## src/rtl/srs_pkg.sv

```systemverilog
// ----------------------------------------------------------------------------
// srs_pkg
// shared constants, codes and controller/datapath interface types for the
// warp reconvergence stack
// ----------------------------------------------------------------------------
package srs_pkg;

  localparam int LANES         = 32;
  localparam int STACK_ENTRIES = 64;
  localparam int PC_WIDTH      = 16;

  // fixed field widths of the ports
  localparam int CMD_W   = 2;
  localparam int OP_W    = 2;
  localparam int MASK_W  = 32;
  localparam int PCF_W   = 16;
  localparam int DEPTH_W = 7;

  localparam int COUNT_W = $clog2(STACK_ENTRIES + 1);
  localparam int IDX_W   = $clog2(STACK_ENTRIES);

  localparam logic [MASK_W-1:0] LANE_BITS = MASK_W'((64'd1 << LANES) - 64'd1);

  // commands
  localparam logic [CMD_W-1:0] CMD_START  = 2'd0;
  localparam logic [CMD_W-1:0] CMD_ISSUE  = 2'd1;
  localparam logic [CMD_W-1:0] CMD_RETIRE = 2'd2;

  // retired instruction kinds
  localparam logic [OP_W-1:0] OP_SEQ    = 2'd0;
  localparam logic [OP_W-1:0] OP_JUMP   = 2'd1;
  localparam logic [OP_W-1:0] OP_BRANCH = 2'd2;
  localparam logic [OP_W-1:0] OP_HALT   = 2'd3;

  typedef struct packed {
    logic [MASK_W-1:0]   mask;
    logic [PC_WIDTH-1:0] resume;
    logic [PC_WIDTH-1:0] reconv;
    logic                reconv_ok;
  } frame_t;

  // controller to datapath
  typedef struct packed {
    logic capture;
    logic do_start;
    logic pop_read;
    logic pop_apply;
    logic retire_step;
    logic push_join;
    logic push_else;
  } dp_cmd_t;

  // datapath to controller
  typedef struct packed {
    logic [CMD_W-1:0] command;
    logic             halted;
    logic             pop_cond;
    logic             diverge;
    logic             stack_full;
  } dp_status_t;

endpackage

```

## src/rtl/srs_ctrl.sv

```systemverilog
// ----------------------------------------------------------------------------
// srs_ctrl
// sequencer for one transaction: evaluate, pop loop, two-step push, report
// ----------------------------------------------------------------------------
module srs_ctrl (
  input  logic                   clk,
  input  logic                   rst_n,
  input  logic                   start,
  output logic                   busy,
  output logic                   report,
  input  srs_pkg::dp_status_t    status,
  output srs_pkg::dp_cmd_t       cmd
);
  import srs_pkg::*;

  localparam logic [2:0] S_IDLE   = 3'd0;
  localparam logic [2:0] S_EVAL   = 3'd1;
  localparam logic [2:0] S_POP    = 3'd2;
  localparam logic [2:0] S_PUSH   = 3'd3;
  localparam logic [2:0] S_REPORT = 3'd4;

  logic [2:0] state_r;
  logic [2:0] state_nxt;
  logic       accept;

  assign busy   = (state_r != S_IDLE) && (state_r != S_REPORT);
  assign report = (state_r == S_REPORT);
  assign accept = start && !busy;

  always_comb begin
    state_nxt = state_r;
    cmd       = '0;
    case (state_r)
      S_IDLE, S_REPORT: begin
        if (accept) begin
          cmd.capture = 1'b1;
          state_nxt   = S_EVAL;
        end else begin
          state_nxt = S_IDLE;
        end
      end
      S_EVAL: begin
        state_nxt = S_REPORT;
        case (status.command)
          CMD_START: begin
            cmd.do_start = 1'b1;
          end
          CMD_ISSUE: begin
            if (!status.halted && status.pop_cond) begin
              cmd.pop_read = 1'b1;
              state_nxt    = S_POP;
            end
          end
          CMD_RETIRE: begin
            if (!status.halted) begin
              if (status.diverge && !status.stack_full) begin
                cmd.push_join = 1'b1;
                state_nxt     = S_PUSH;
              end else begin
                cmd.retire_step = 1'b1;
              end
            end
          end
          default: begin
            // unused command: report state unchanged
          end
        endcase
      end
      S_POP: begin
        cmd.pop_apply = 1'b1;
        state_nxt     = S_EVAL;
      end
      S_PUSH: begin
        cmd.push_else = 1'b1;
        state_nxt     = S_REPORT;
      end
      default: begin
        state_nxt = S_IDLE;
      end
    endcase
  end

  always_ff @(posedge clk) begin
    if (!rst_n) begin
      state_r <= S_IDLE;
    end else begin
      state_r <= state_nxt;
    end
  end

endmodule

```

## src/rtl/srs_datapath.sv

```systemverilog
// ----------------------------------------------------------------------------
// srs_datapath
// warp state registers, frame stack memory and retire arithmetic
// ----------------------------------------------------------------------------
module srs_datapath (
  input  logic                          clk,
  input  logic                          rst_n,
  input  srs_pkg::dp_cmd_t              cmd,
  output srs_pkg::dp_status_t           status,
  input  logic [srs_pkg::CMD_W-1:0]     in_command,
  input  logic [srs_pkg::MASK_W-1:0]    in_lane_mask,
  input  logic [srs_pkg::OP_W-1:0]      in_op_kind,
  input  logic [srs_pkg::MASK_W-1:0]    in_pred_mask,
  input  logic [srs_pkg::PCF_W-1:0]     in_target_pc,
  input  logic [srs_pkg::PCF_W-1:0]     in_join_pc,
  output logic [srs_pkg::PCF_W-1:0]     pc,
  output logic [srs_pkg::MASK_W-1:0]    live_mask,
  output logic                          halted,
  output logic                          diverged,
  output logic [srs_pkg::DEPTH_W-1:0]   stack_depth,
  output logic                          overflow
);
  import srs_pkg::*;

  // captured transaction
  logic [CMD_W-1:0]    command_r;
  logic [MASK_W-1:0]   lane_mask_r;
  logic [OP_W-1:0]     op_kind_r;
  logic [MASK_W-1:0]   pred_mask_r;
  logic [PC_WIDTH-1:0] target_r;
  logic [PC_WIDTH-1:0] join_r;

  // warp state
  logic [MASK_W-1:0]   live_r;
  logic [PC_WIDTH-1:0] pc_r;
  logic [PC_WIDTH-1:0] rpc_r;
  logic                rvalid_r;
  logic                halt_r;
  logic [COUNT_W-1:0]  count_r;
  logic                div_r;
  logic                ovf_r;

  // frame stack
  frame_t              stack_mem [STACK_ENTRIES];
  frame_t              rd_frame_r;

  logic [MASK_W-1:0]   taken;
  logic [MASK_W-1:0]   other;
  logic [PC_WIDTH-1:0] then_pc;
  logic [COUNT_W-1:0]  top;
  logic                pushing;
  frame_t              wr_frame;

  assign taken   = live_r & pred_mask_r;
  assign other   = live_r & ~pred_mask_r;
  assign then_pc = pc_r + PC_WIDTH'(1);
  assign top     = count_r - COUNT_W'(1);

  assign status.command    = command_r;
  assign status.halted     = halt_r;
  assign status.pop_cond   = (count_r != '0) && rvalid_r && (pc_r == rpc_r);
  assign status.diverge    = (op_kind_r == OP_BRANCH) && (taken != '0) && (other != '0);
  assign status.stack_full = count_r > COUNT_W'(STACK_ENTRIES - 2);

  always_ff @(posedge clk) begin
    if (cmd.capture) begin
      command_r   <= in_command;
      lane_mask_r <= in_lane_mask;
      op_kind_r   <= in_op_kind;
      pred_mask_r <= in_pred_mask;
      target_r    <= PC_WIDTH'(in_target_pc);
      join_r      <= PC_WIDTH'(in_join_pc);
    end
  end

  // frame memory: one write, one registered read per cycle
  assign pushing = cmd.push_join || cmd.push_else;

  always_comb begin
    if (cmd.push_join) begin
      wr_frame = '{mask: live_r, resume: join_r, reconv: rpc_r, reconv_ok: rvalid_r};
    end else begin
      wr_frame = '{mask: other, resume: target_r, reconv: join_r, reconv_ok: 1'b1};
    end
  end

  always_ff @(posedge clk) begin
    if (pushing) begin
      stack_mem[count_r[IDX_W-1:0]] <= wr_frame;
    end
    if (cmd.pop_read) begin
      rd_frame_r <= stack_mem[top[IDX_W-1:0]];
    end
  end

  always_ff @(posedge clk) begin
    if (!rst_n) begin
      live_r   <= '0;
      pc_r     <= '0;
      rpc_r    <= '0;
      rvalid_r <= 1'b0;
      halt_r   <= 1'b0;
      count_r  <= '0;
      div_r    <= 1'b0;
      ovf_r    <= 1'b0;
    end else begin
      if (cmd.capture) begin
        div_r <= 1'b0;
        ovf_r <= 1'b0;
      end
      if (cmd.do_start) begin
        live_r   <= lane_mask_r & LANE_BITS;
        pc_r     <= '0;
        rpc_r    <= '0;
        rvalid_r <= 1'b0;
        halt_r   <= 1'b0;
        count_r  <= '0;
      end
      if (cmd.pop_apply) begin
        live_r   <= rd_frame_r.mask;
        pc_r     <= rd_frame_r.resume;
        rpc_r    <= rd_frame_r.reconv;
        rvalid_r <= rd_frame_r.reconv_ok;
        count_r  <= top;
      end
      if (cmd.retire_step) begin
        case (op_kind_r)
          OP_SEQ:  pc_r   <= then_pc;
          OP_JUMP: pc_r   <= target_r;
          OP_HALT: halt_r <= 1'b1;
          default: begin
            // branch: uniform redirect, or divergent with no room
            if (taken == '0 || other == '0) begin
              pc_r <= (taken != '0) ? then_pc : target_r;
            end else begin
              halt_r <= 1'b1;
              ovf_r  <= 1'b1;
            end
          end
        endcase
      end
      if (cmd.push_join) begin
        count_r <= count_r + COUNT_W'(1);
      end
      if (cmd.push_else) begin
        count_r  <= count_r + COUNT_W'(1);
        live_r   <= taken;
        pc_r     <= then_pc;
        rpc_r    <= join_r;
        rvalid_r <= 1'b1;
        div_r    <= 1'b1;
      end
    end
  end

  assign pc          = PCF_W'(pc_r);
  assign live_mask   = live_r;
  assign halted      = halt_r;
  assign diverged    = div_r;
  assign stack_depth = DEPTH_W'(count_r);
  assign overflow    = ovf_r;

  a_depth_bound: assert property (@(posedge clk) disable iff (!rst_n)
    count_r <= COUNT_W'(STACK_ENTRIES))
    else $error("stack depth beyond capacity");

  a_push_pair: assert property (@(posedge clk) disable iff (!rst_n)
    cmd.push_else |-> $past(cmd.push_join))
    else $error("else frame pushed without join frame");

  a_pop_pair: assert property (@(posedge clk) disable iff (!rst_n)
    cmd.pop_apply |-> $past(cmd.pop_read))
    else $error("pop applied without stack read");

  a_div_ovf: assert property (@(posedge clk) disable iff (!rst_n)
    !(div_r && ovf_r))
    else $error("divergence and overflow flagged together");

endmodule

```

## src/rtl/simt_reconvergence_stack.sv

```systemverilog
// ----------------------------------------------------------------------------
// simt_reconvergence_stack
// control flow of one warp with post-dominator reconvergence stack
// ----------------------------------------------------------------------------
// A transaction is taken when start is high and busy is low. Each transaction
// yields exactly one result, shown for one cycle with out_valid high; the
// receiver cannot stall it, so sample it in that cycle. Start, retire and
// unused commands go from accept through the evaluate state to the result
// cycle; the next transaction may be accepted in that result cycle, not
// before. A divergent branch adds a push state (two frame writes through the
// one stack memory port). An issue goes through a pop state and back to
// evaluate per frame popped; each pop is a registered stack read then a state
// update. No reset sweep: stack entries are only read after being pushed.
module simt_reconvergence_stack (
  input  logic                          clk,
  input  logic                          rst_n,
  input  logic                          start,
  output logic                          busy,
  input  logic [srs_pkg::CMD_W-1:0]     in_command,
  input  logic [srs_pkg::MASK_W-1:0]    in_lane_mask,
  input  logic [srs_pkg::OP_W-1:0]      in_op_kind,
  input  logic [srs_pkg::MASK_W-1:0]    in_pred_mask,
  input  logic [srs_pkg::PCF_W-1:0]     in_target_pc,
  input  logic [srs_pkg::PCF_W-1:0]     in_join_pc,
  output logic                          out_valid,
  output logic [srs_pkg::PCF_W-1:0]     out_pc,
  output logic [srs_pkg::MASK_W-1:0]    out_live_mask,
  output logic                          out_halted,
  output logic                          out_diverged,
  output logic [srs_pkg::DEPTH_W-1:0]   out_stack_depth,
  output logic                          out_overflow
);
  import srs_pkg::*;

  // command bus from sequencer, status back from datapath
  dp_cmd_t    dp_cmd;
  dp_status_t dp_status;

  srs_ctrl u_ctrl (
    .clk    (clk),
    .rst_n  (rst_n),
    .start  (start),
    .busy   (busy),
    .report (out_valid),
    .status (dp_status),
    .cmd    (dp_cmd)
  );

  // result fields come straight from state registers, stable in result cycle
  srs_datapath u_datapath (
    .clk          (clk),
    .rst_n        (rst_n),
    .cmd          (dp_cmd),
    .status       (dp_status),
    .in_command   (in_command),
    .in_lane_mask (in_lane_mask),
    .in_op_kind   (in_op_kind),
    .in_pred_mask (in_pred_mask),
    .in_target_pc (in_target_pc),
    .in_join_pc   (in_join_pc),
    .pc           (out_pc),
    .live_mask    (out_live_mask),
    .halted       (out_halted),
    .diverged     (out_diverged),
    .stack_depth  (out_stack_depth),
    .overflow     (out_overflow)
  );

endmodule

```

## config.mk

```make
export PLATFORM = sky130hd
export DESIGN_NAME = simt_reconvergence_stack
export DESIGN_NICKNAME = d
export VERILOG_FILES = /design/src/rtl/srs_pkg.sv /design/src/rtl/srs_ctrl.sv /design/src/rtl/srs_datapath.sv /design/src/rtl/simt_reconvergence_stack.sv
export SDC_FILE = /design/constraint.sdc
export NUM_CORES = 2
export LEC_CHECK = 0
export CAP_MARGIN = 20
export CELL_PAD_IN_SITES_DETAIL_PLACEMENT = 1
export CELL_PAD_IN_SITES_GLOBAL_PLACEMENT = 2
export CORE_ASPECT_RATIO = 2
export CORE_MARGIN = 3
export CORE_UTILIZATION = 40
export DETAILED_ROUTE_END_ITERATION = 7
export DONT_BUFFER_PORTS = 1
export GPL_TIMING_DRIVEN = 0
export PLACE_DENSITY_LB_ADDON = 0.2
export SETUP_SLACK_MARGIN = 0.4
export SYNTH_ARGS = -nofsm -noshare
export SYNTH_HDL_FRONTEND = slang
export SYNTH_MEMORY_MAX_BITS = 65536
export SYNTH_SLANG_ARGS = --single-unit
```

## constraint.sdc

```tcl
create_clock -name clk -period 22.5 [get_ports clk]
set_input_delay 4.5 -clock clk [delete_from_list [all_inputs] [get_ports clk]]
set_output_delay 4.5 -clock clk [all_outputs]
set_load 0.01 [all_outputs]
```

; Word-level counts from Yosys, hierarchy flattened
; Memory sizes are Yosys's and may differ from the RTL's. A register that Yosys moved wholly into a read port is not among the register bits.
; Index checks and enable logic that the tools add are counted.
[op_classes]
n_addsub = 3
order_cmp = 1
eq_ne = 11
muxes = 52
bitwise_logic = 3
n_reduce_logical = 28
[ops]
columns = op, n
row1 = 2-to-1 mux 16 bit, 9
row2 = 2-to-1 mux 32 bit, 3
row3 = 2-to-1 mux 65 bit, 1
row4 = bitwise AND 32 bit, 2
row5 = zero test 32 bit, 2
row6 = nonzero test 32 bit, 2
row7 = one-hot mux 16 bit (3 select lines), 1
row8 = inverter 32 bit, 1
row9 = 2-to-1 mux 7 bit, 4
row10 = 2-to-1 mux 1 bit, 24
row11 = adder 16 x 1 -> 16 bit (second input constant), 1
row12 = equality test 16 bit, 1
row13 = one-hot mux 3 bit (4 select lines), 1
row14 = 2-to-1 mux 3 bit, 3
row15 = logical AND 1 bit, 8
row16 = 2-to-1 mux 2 bit, 4
row17 = adder 7 x 1 -> 7 bit (second input constant), 1
row18 = greater-than comparator 7 x 6 -> 1 bit (second input constant), 1
row19 = nonzero test 7 bit, 1
row20 = subtractor 7 x 1 -> 7 bit (second input constant), 1
row21 = equality test 2 bit (second input constant), 3
row22 = equality test 3 x 2 -> 1 bit (second input constant), 2
row23 = one-hot mux 3 bit (2 select lines), 1
row24 = nonzero test 3 bit, 2
row25 = other kinds (13), 19
[totals]
register_bits = 178
ramBits = 4160
input_bits = 103
out_inout_bits = 60
elab_cells = 114
memories = 1
[memory_table]
columns = memory, depth, width, read_ports, rd_ports_with_merged_regs, wr, line_no
row1 = u_datapath.stack_mem, 64, 65, 1, 1, 1, srs_datapath.sv:44  ; frame_t stack_mem [STACK_ENTRIES];

; Depth between registers and ports, before layout
[logic_depth]
word_depth = 13
ltp_mapped = 14
mapped_depth_nobuf = 9

; Cells and area by module
; From an unflattened synthesis, not the netlist that was laid out.
[unflattened]
hier_cells = 7062
area_unflattened_um2 = 168237.6
[by_module_without_submodules]
columns = module, instances, cells_per_inst, area_per_inst_um2, seq_area_each_um2
row1 = srs_datapath, 1, 7025, 167947.3, 131376.0
row2 = srs_ctrl, 1, 37, 290.3, 60.1

; Worst setup path after synthesis
; OpenSTA, ideal clock, no wires.
[synth_timing]
path_kind = reg2reg
from = reg u_datapath.count_r[0] (netlist: u_datapath.stack_depth[0])
to = mem u_datapath.stack_mem[61][0] in the netlist's numbering, enable pin
setup_ns = 0.672
arrival_ns = 9.011
t_required_ns = 21.828
path_slack_ns = 12.816
path_stages_with_launch = 14
path_buffers = 4
synth_period_minus_slack_ns = 9.684
path_cell_list = dfxtp_1 clkbuf_1 buf_6 buf_6 buf_2 inv_1 ha_1 inv_1 a41oi_1 nand2_1 a211o_1 nand2_1 nand2_1 nor4b_1
[synth_between]
elab_chain_len = 10
[synth_rtl]
columns = element, line_no
row1 = "start, declared", srs_datapath.sv:39  ; logic [COUNT_W-1:0] count_r;
row2 = "start signal, assigned", srs_datapath.sv:124  ; count_r <= top;
row3 = "start signal, assigned", srs_datapath.sv:143  ; count_r <= count_r + COUNT_W'(1);
row4 = "start signal, assigned", srs_datapath.sv:146  ; count_r <= count_r + COUNT_W'(1);
row5 = greater-than comparator 7 x 6 -> 1 bit, srs_datapath.sv:63  ; assign status.stack_full = count_r > COUNT_W'(STACK_ENTRIES - 2);
row6 = zero test 1 bit, srs_ctrl.sv:56  ; if (status.diverge && !status.stack_full) begin
row7 = logical AND 1 bit, srs_ctrl.sv:56
row8 = 2-to-1 mux 1 bit, srs_ctrl.sv:56
row9 = 2-to-1 mux 2 bit, srs_ctrl.sv:55  ; if (!status.halted) begin
row10 = 2-to-1 mux 2 bit, srs_ctrl.sv:44  ; case (status.command)
row11 = 2-to-1 mux 2 bit, srs_ctrl.sv:33  ; case (state_r)
row12 = logical OR 1 bit, srs_datapath.sv:77  ; assign pushing = cmd.push_join || cmd.push_else;
row13 = 2-to-1 mux 1 bit, srs_datapath.sv:88  ; if (pushing) begin
row14 = 2-to-1 mux 1 bit (not written as such), srs_datapath.sv:89  ; stack_mem[count_r[IDX_W-1:0]] <= wr_frame;
row15 = "end, declared", srs_datapath.sv:44
; Parallel ways exist; a longest one is shown, timed or not.

; Worst setup path after layout
[layout_timing]
from = reg u_datapath.count_r[0] (netlist: u_datapath.stack_depth[0])
to = reg, netlist name u_datapath.rd_frame_r[35]
[layout_between]
elab_chain_len = 7
word_cells_on_any_way = 8
cone_classes = add/sub: 1 / mux: 3 / reduce/logical: 4
[layout_rtl]
columns = element, line_no
row1 = nonzero test 7 bit, srs_datapath.sv:61  ; assign status.pop_cond = (count_r != '0) && rvalid_r && (pc_r == rpc_r);
row2 = logical AND 1 bit (2 in a row), srs_datapath.sv:61
row3 = logical AND 1 bit, srs_ctrl.sv:49  ; if (!status.halted && status.pop_cond) begin
row4 = 2-to-1 mux 1 bit, srs_ctrl.sv:49
row5 = 2-to-1 mux 1 bit, srs_ctrl.sv:44
row6 = 2-to-1 mux 2 bit, srs_ctrl.sv:33
; Parallel ways exist; a longest one is shown, timed or not.
; A chain may end at the register's enable or synchronous reset.

==> Implementation_results.wiki <==
{| class="wikitable"
! Metric !! Value
|-
| Setup-failing EPs final || 0
|-
| Resized cells post-CTS || 0
|-
| Worst supply voltage drop on vdd || 0.0000630 V
|-
| Wire length of the first global-routing pass || 764 mm
|-
| Detail Route Antenna Nets || 0
|-
| Core region area || 419000 µm²
|-
| Number of standard cells in the layout, taps in and fillers out || 13.8k
|-
| Count of cell types in the netlist || 66
|-
| Clock transition at the register clock pins on the worst setup and hold paths after CTS || 0.07 ns
|-
| Number of failing hold endpoints at the final stage || 0
|-
| Power density relative to cell area || 81.9 nW/µm²
|-
| Number of buffer and inverter stages on the critical path || 10
|-
| Static Leak || 58.6 nW
|-
| Final clock period utilization by the worst path || 0.337
|-
| Nets || 7923
|-
| Most frequent standard cell in the layout excluding fill and tap cells || sky130_fd_sc_hd__edfxtp_1
|-
| Family of cells with the greatest summed delay on the critical path || buffers and inverters
|-
| Setup crit end kind || register
|-
| Synth-to-Final Area Change || 17.1%
|-
| Startpoint types || register
|-
| Pre-CTS setup slack || 15.10 ns
|-
| Highest cell delay on the worst timing path || 0.87 ns
|-
| Maxcap violations || 0
|-
| Starting density of the core || 0.402
|-
| Total negative setup slack || 0 ns
|-
| Total routing resource utilization after global routing || 0.264
|-
| Most frequently used flop master after synthesis || sky130_fd_sc_hd__edfxtp_1
|-
| Post-CTS Hold Fix Bufs || 0
|-
| Number of antenna violations at the first check in global routing || 48
|-
| Die Outline Area || 430000 µm²
|-
| Clk sink count || 4403
|-
| Fraction of registers with async set or reset after synthesis || 0
|-
| Fraction of final layout cells with drive strength greater than 1 || 0.326
|-
| Crit path to || u_datapath.rd_frame_r[35]$_DFFE_PP_
|-
| Dominant combinational cell family by area after synthesis || multiplexers
|-
| Latest clock arrival within the worst-skew pair || 0.99 ns
|-
| Slew @ Worst Pin || 1.20 ns
|-
| Worst Path Class, Setup || reg -> reg
|-
| Largest net degree at the start of global routing || 64
|-
| Post-Syn Nets || 7120
|-
| Post-synthesis register bit count || 4403
|-
| Sequential fraction of the synthesis area || 0.780
|-
| Wire length per cell || 41.5 µm
|-
| Setup clock skew after layout || 0.0906 ns
|-
| Grt ovf || 0
|-
| Number of vias after detailed routing || 82.6k
|-
| Area of placed instances || 184000 µm²
|-
| Number of post-CTS setup repair buffers || 0
|-
| TritonCTS clock tree || done
|-
| DRC viols || 0
|-
| EDFF count, synth || 4325
|-
| Width of the die || 465 µm
|-
| Power consumption || 16.2 mW
|-
| Compound-Gate Fraction of Synth Area || 0.0104
|-
| Number of buffers added by the clock tree synthesis step || 400
|-
| Number of port buffers || 0
|-
| Worst reg-to-reg setup slack || 14.91 ns
|-
| Post-Synthesis Mean Instance Area || 24.1 µm²
|-
| Root cell of the clock tree || sky130_fd_sc_hd__clkbuf_16
|-
| Largest buffer count on any clock path || 4
|-
| Slowest cell on the critical path || sky130_fd_sc_hd__buf_2
|-
| CP Data Required Time || 23.16 ns
|-
| Hold Path Class || reg -> reg
|-
| XOR/XNOR share of the synthesized area || 0.00187
|-
| Number of cells on the critical path || 14
|-
| Number of design-rule violations left by the first detailed-router iteration || 9670
|-
| Reg-to-reg critical path endpoint || u_datapath.rd_frame_r[35]$_DFFE_PP_
|-
| Achievable Freq || 132 MHz
|-
| Most frequent cells in the layout || 4325 x sky130_fd_sc_hd__edfxtp_1, 1365 x sky130_fd_sc_hd__mux4_2, 403 x sky130_fd_sc_hd__clkbuf_16
|-
| Io pins || 163
|-
| Die span in y || 924 µm
|-
| Summed instance area of the synthesized netlist || 169000 µm²
|-
| Post-synthesis mux area share || 0.184
|-
| Synthesized-area fraction occupied by adder cells || 0.000594
|-
| Max-slew violation count || 0
|-
| Depth of the worst hold-timing path || 2
|-
| Final core occ || 0.471
|-
| Final routed wirelength across all metal layers || 572 mm
|-
| Num rows || 336
|-
| Routability Congestion || 0.870
|-
| Detail Placement HPWL || 412 mm
|-
| Area share of and/or/nand/nor cells after synthesis || 0.0135
|-
| Headroom to the max-slew limit || 0.198
|-
| Number of global-route vias before repair || 86.7k
|-
| Vias per std cell || 6.00
|-
| Critical Path Source || u_datapath.stack_depth[0]$_SDFFE_PN0P_
|-
| Final worst slack || 14.91 ns
|-
| Cells after synthesis || 7009
|-
| Number of cells traversed by the worst register-to-register path || 14
|-
| Start of the worst register-to-register path || u_datapath.stack_depth[0]$_SDFFE_PN0P_
|-
| Worst Hold Margin || 0.515 ns
|-
| Placed Instances || 13.0k
|-
| Min Tclk post-route || 7.59 ns
|-
| Critical path peak fanout || 10
|-
| Data arrival, critical path || 8.25 ns
|-
| Outcome || finished clean
|-
| Synth area leader || sky130_fd_sc_hd__edfxtp_1
|-
| Final instance area || 197000 µm²
|-
| Main area contributors after synthesis || sky130_fd_sc_hd__edfxtp_1 77%, sky130_fd_sc_hd__mux4_2 18%, sky130_fd_sc_hd__dfxtp_1 0.93%
|-
| Number of H-tree levels || 5
|-
| First-pass iteration count of the detailed router || 6
|-
| Share of Yosys cell area claimed by the top area cell type || 0.770
|-
| Unrepaired setup endpoints after global routing || false
|-
| Ordered cell list for the critical path || clkbuf_1, buf_6, buf_6, buf_2, inv_1, ha_1, clkbuf_1, buf_2, buf_2, buf_12, clkbuf_1, mux4_2, mux4_2, mux4_2
|-
| Total number of yosys warnings || 0
|}
[logic make-up (layout without fill, tap and decap cells)]
logic type,after synthesis,count (layout)
adders and majority gates,8,8
DFF,4403,4403
other,0,40
muxes,1385,1385
xor gates and xnor gates,36,36
buffers and inverters,407,1547
AOI/OAI and AO/OA,260,260
and+or+nand+nor,510,510
[cell type report]
cell class / count / area [µm²]
Timing Repair Buffer: 401 / 7800
Inverter: 28 / 108
Multi-Input combinational cell: 2199 / 36300
Clock inverter: 260 / 2580
Sequential cell: 4403 / 131000
Tap cell: 5577 / 6980
Clock buffer: 479 / 10400
Fill cell: 36900 / 222000
Buffer: 379 / 1690
Antenna cell: 40 / 100
[flip-flops by register name (all words and copies together) (netlist names)]
name / flops
u_datapath.stack_mem: 4160
u_datapath.rd_frame_r: 65
u_datapath.lane_mask_r: 32
u_datapath.live_mask: 32
u_datapath.pred_mask_r: 32
u_datapath.join_r: 16
u_datapath.pc: 16
u_datapath.rpc_r: 16
u_datapath.target_r: 16
u_datapath.stack_depth: 7
u_ctrl.state_r: 3
u_datapath.command_r: 2
u_datapath.op_kind_r: 2
u_datapath.diverged: 1
u_datapath.halted: 1
u_datapath.overflow: 1
u_datapath.rvalid_r: 1
[worst min path at each step]
stage / from / end / slack [ns]
5_1_grt: u_datapath.rd_frame_r[36]$_DFFE_PP_ / u_datapath.live_mask[3]$_SDFFE_PN0P_ / 0.56
6_report: u_datapath.rd_frame_r[34]$_DFFE_PP_ / u_datapath.live_mask[1]$_SDFFE_PN0P_ / 0.52
2_1_floorplan: u_datapath.rd_frame_r[44]$_DFFE_PP_ / u_datapath.live_mask[11]$_SDFFE_PN0P_ / 0.48
3_3_place_gp: u_datapath.rd_frame_r[34]$_DFFE_PP_ / u_datapath.live_mask[1]$_SDFFE_PN0P_ / 0.49
4_1_cts: u_datapath.rd_frame_r[34]$_DFFE_PP_ / u_datapath.live_mask[1]$_SDFFE_PN0P_ / 0.51
3_5_place_dp: u_datapath.rd_frame_r[34]$_DFFE_PP_ / u_datapath.live_mask[1]$_SDFFE_PN0P_ / 0.50
[Yosys cell counts, types with 15 or more instances]
cell / number
sky130_fd_sc_hd__a21boi_0: 18
sky130_fd_sc_hd__a21oi_1: 57
sky130_fd_sc_hd__a222oi_1: 19
sky130_fd_sc_hd__a22oi_1: 23
sky130_fd_sc_hd__a31oi_1: 22
sky130_fd_sc_hd__and2_1: 18
sky130_fd_sc_hd__buf_1: 35
sky130_fd_sc_hd__buf_2: 120
sky130_fd_sc_hd__clkbuf_1: 211
sky130_fd_sc_hd__dfxtp_1: 78
sky130_fd_sc_hd__edfxtp_1: 4325
sky130_fd_sc_hd__inv_1: 26
sky130_fd_sc_hd__mux2i_1: 19
sky130_fd_sc_hd__mux4_2: 1365
sky130_fd_sc_hd__nand2_1: 206
sky130_fd_sc_hd__nand2b_1: 33
sky130_fd_sc_hd__nand3_1: 35
sky130_fd_sc_hd__nor2_1: 151
sky130_fd_sc_hd__o21ai_0: 53
sky130_fd_sc_hd__xnor2_1: 15
sky130_fd_sc_hd__xor2_1: 21
[power breakdown]
group	internal, mW	switching [mW]	total (mW)
Clock	3.83	3.13	6.96
Combinational	0.0589	0.162	0.221
Sequential	8.96	0.0340	9.00
Total	12.8	3.33	16.2
[layer usage]
layer,vias up,wire [µm],GRT usage
met3,1053,39700,0.0492
met2,3690,306000,0.478
li1,31900,-,-
met5,-,139,0
met4,20,32300,0.129
met1,45900,194000,0.299
[worst min-delay path, stage by stage (launching register included)]
cell and delay [ns]:
sky130_fd_sc_hd__edfxtp_1 0.32, sky130_fd_sc_hd__a222oi_1 0.08, sky130_fd_sc_hd__nor2_1 0.08
Power figures use the tool's default switching activity.
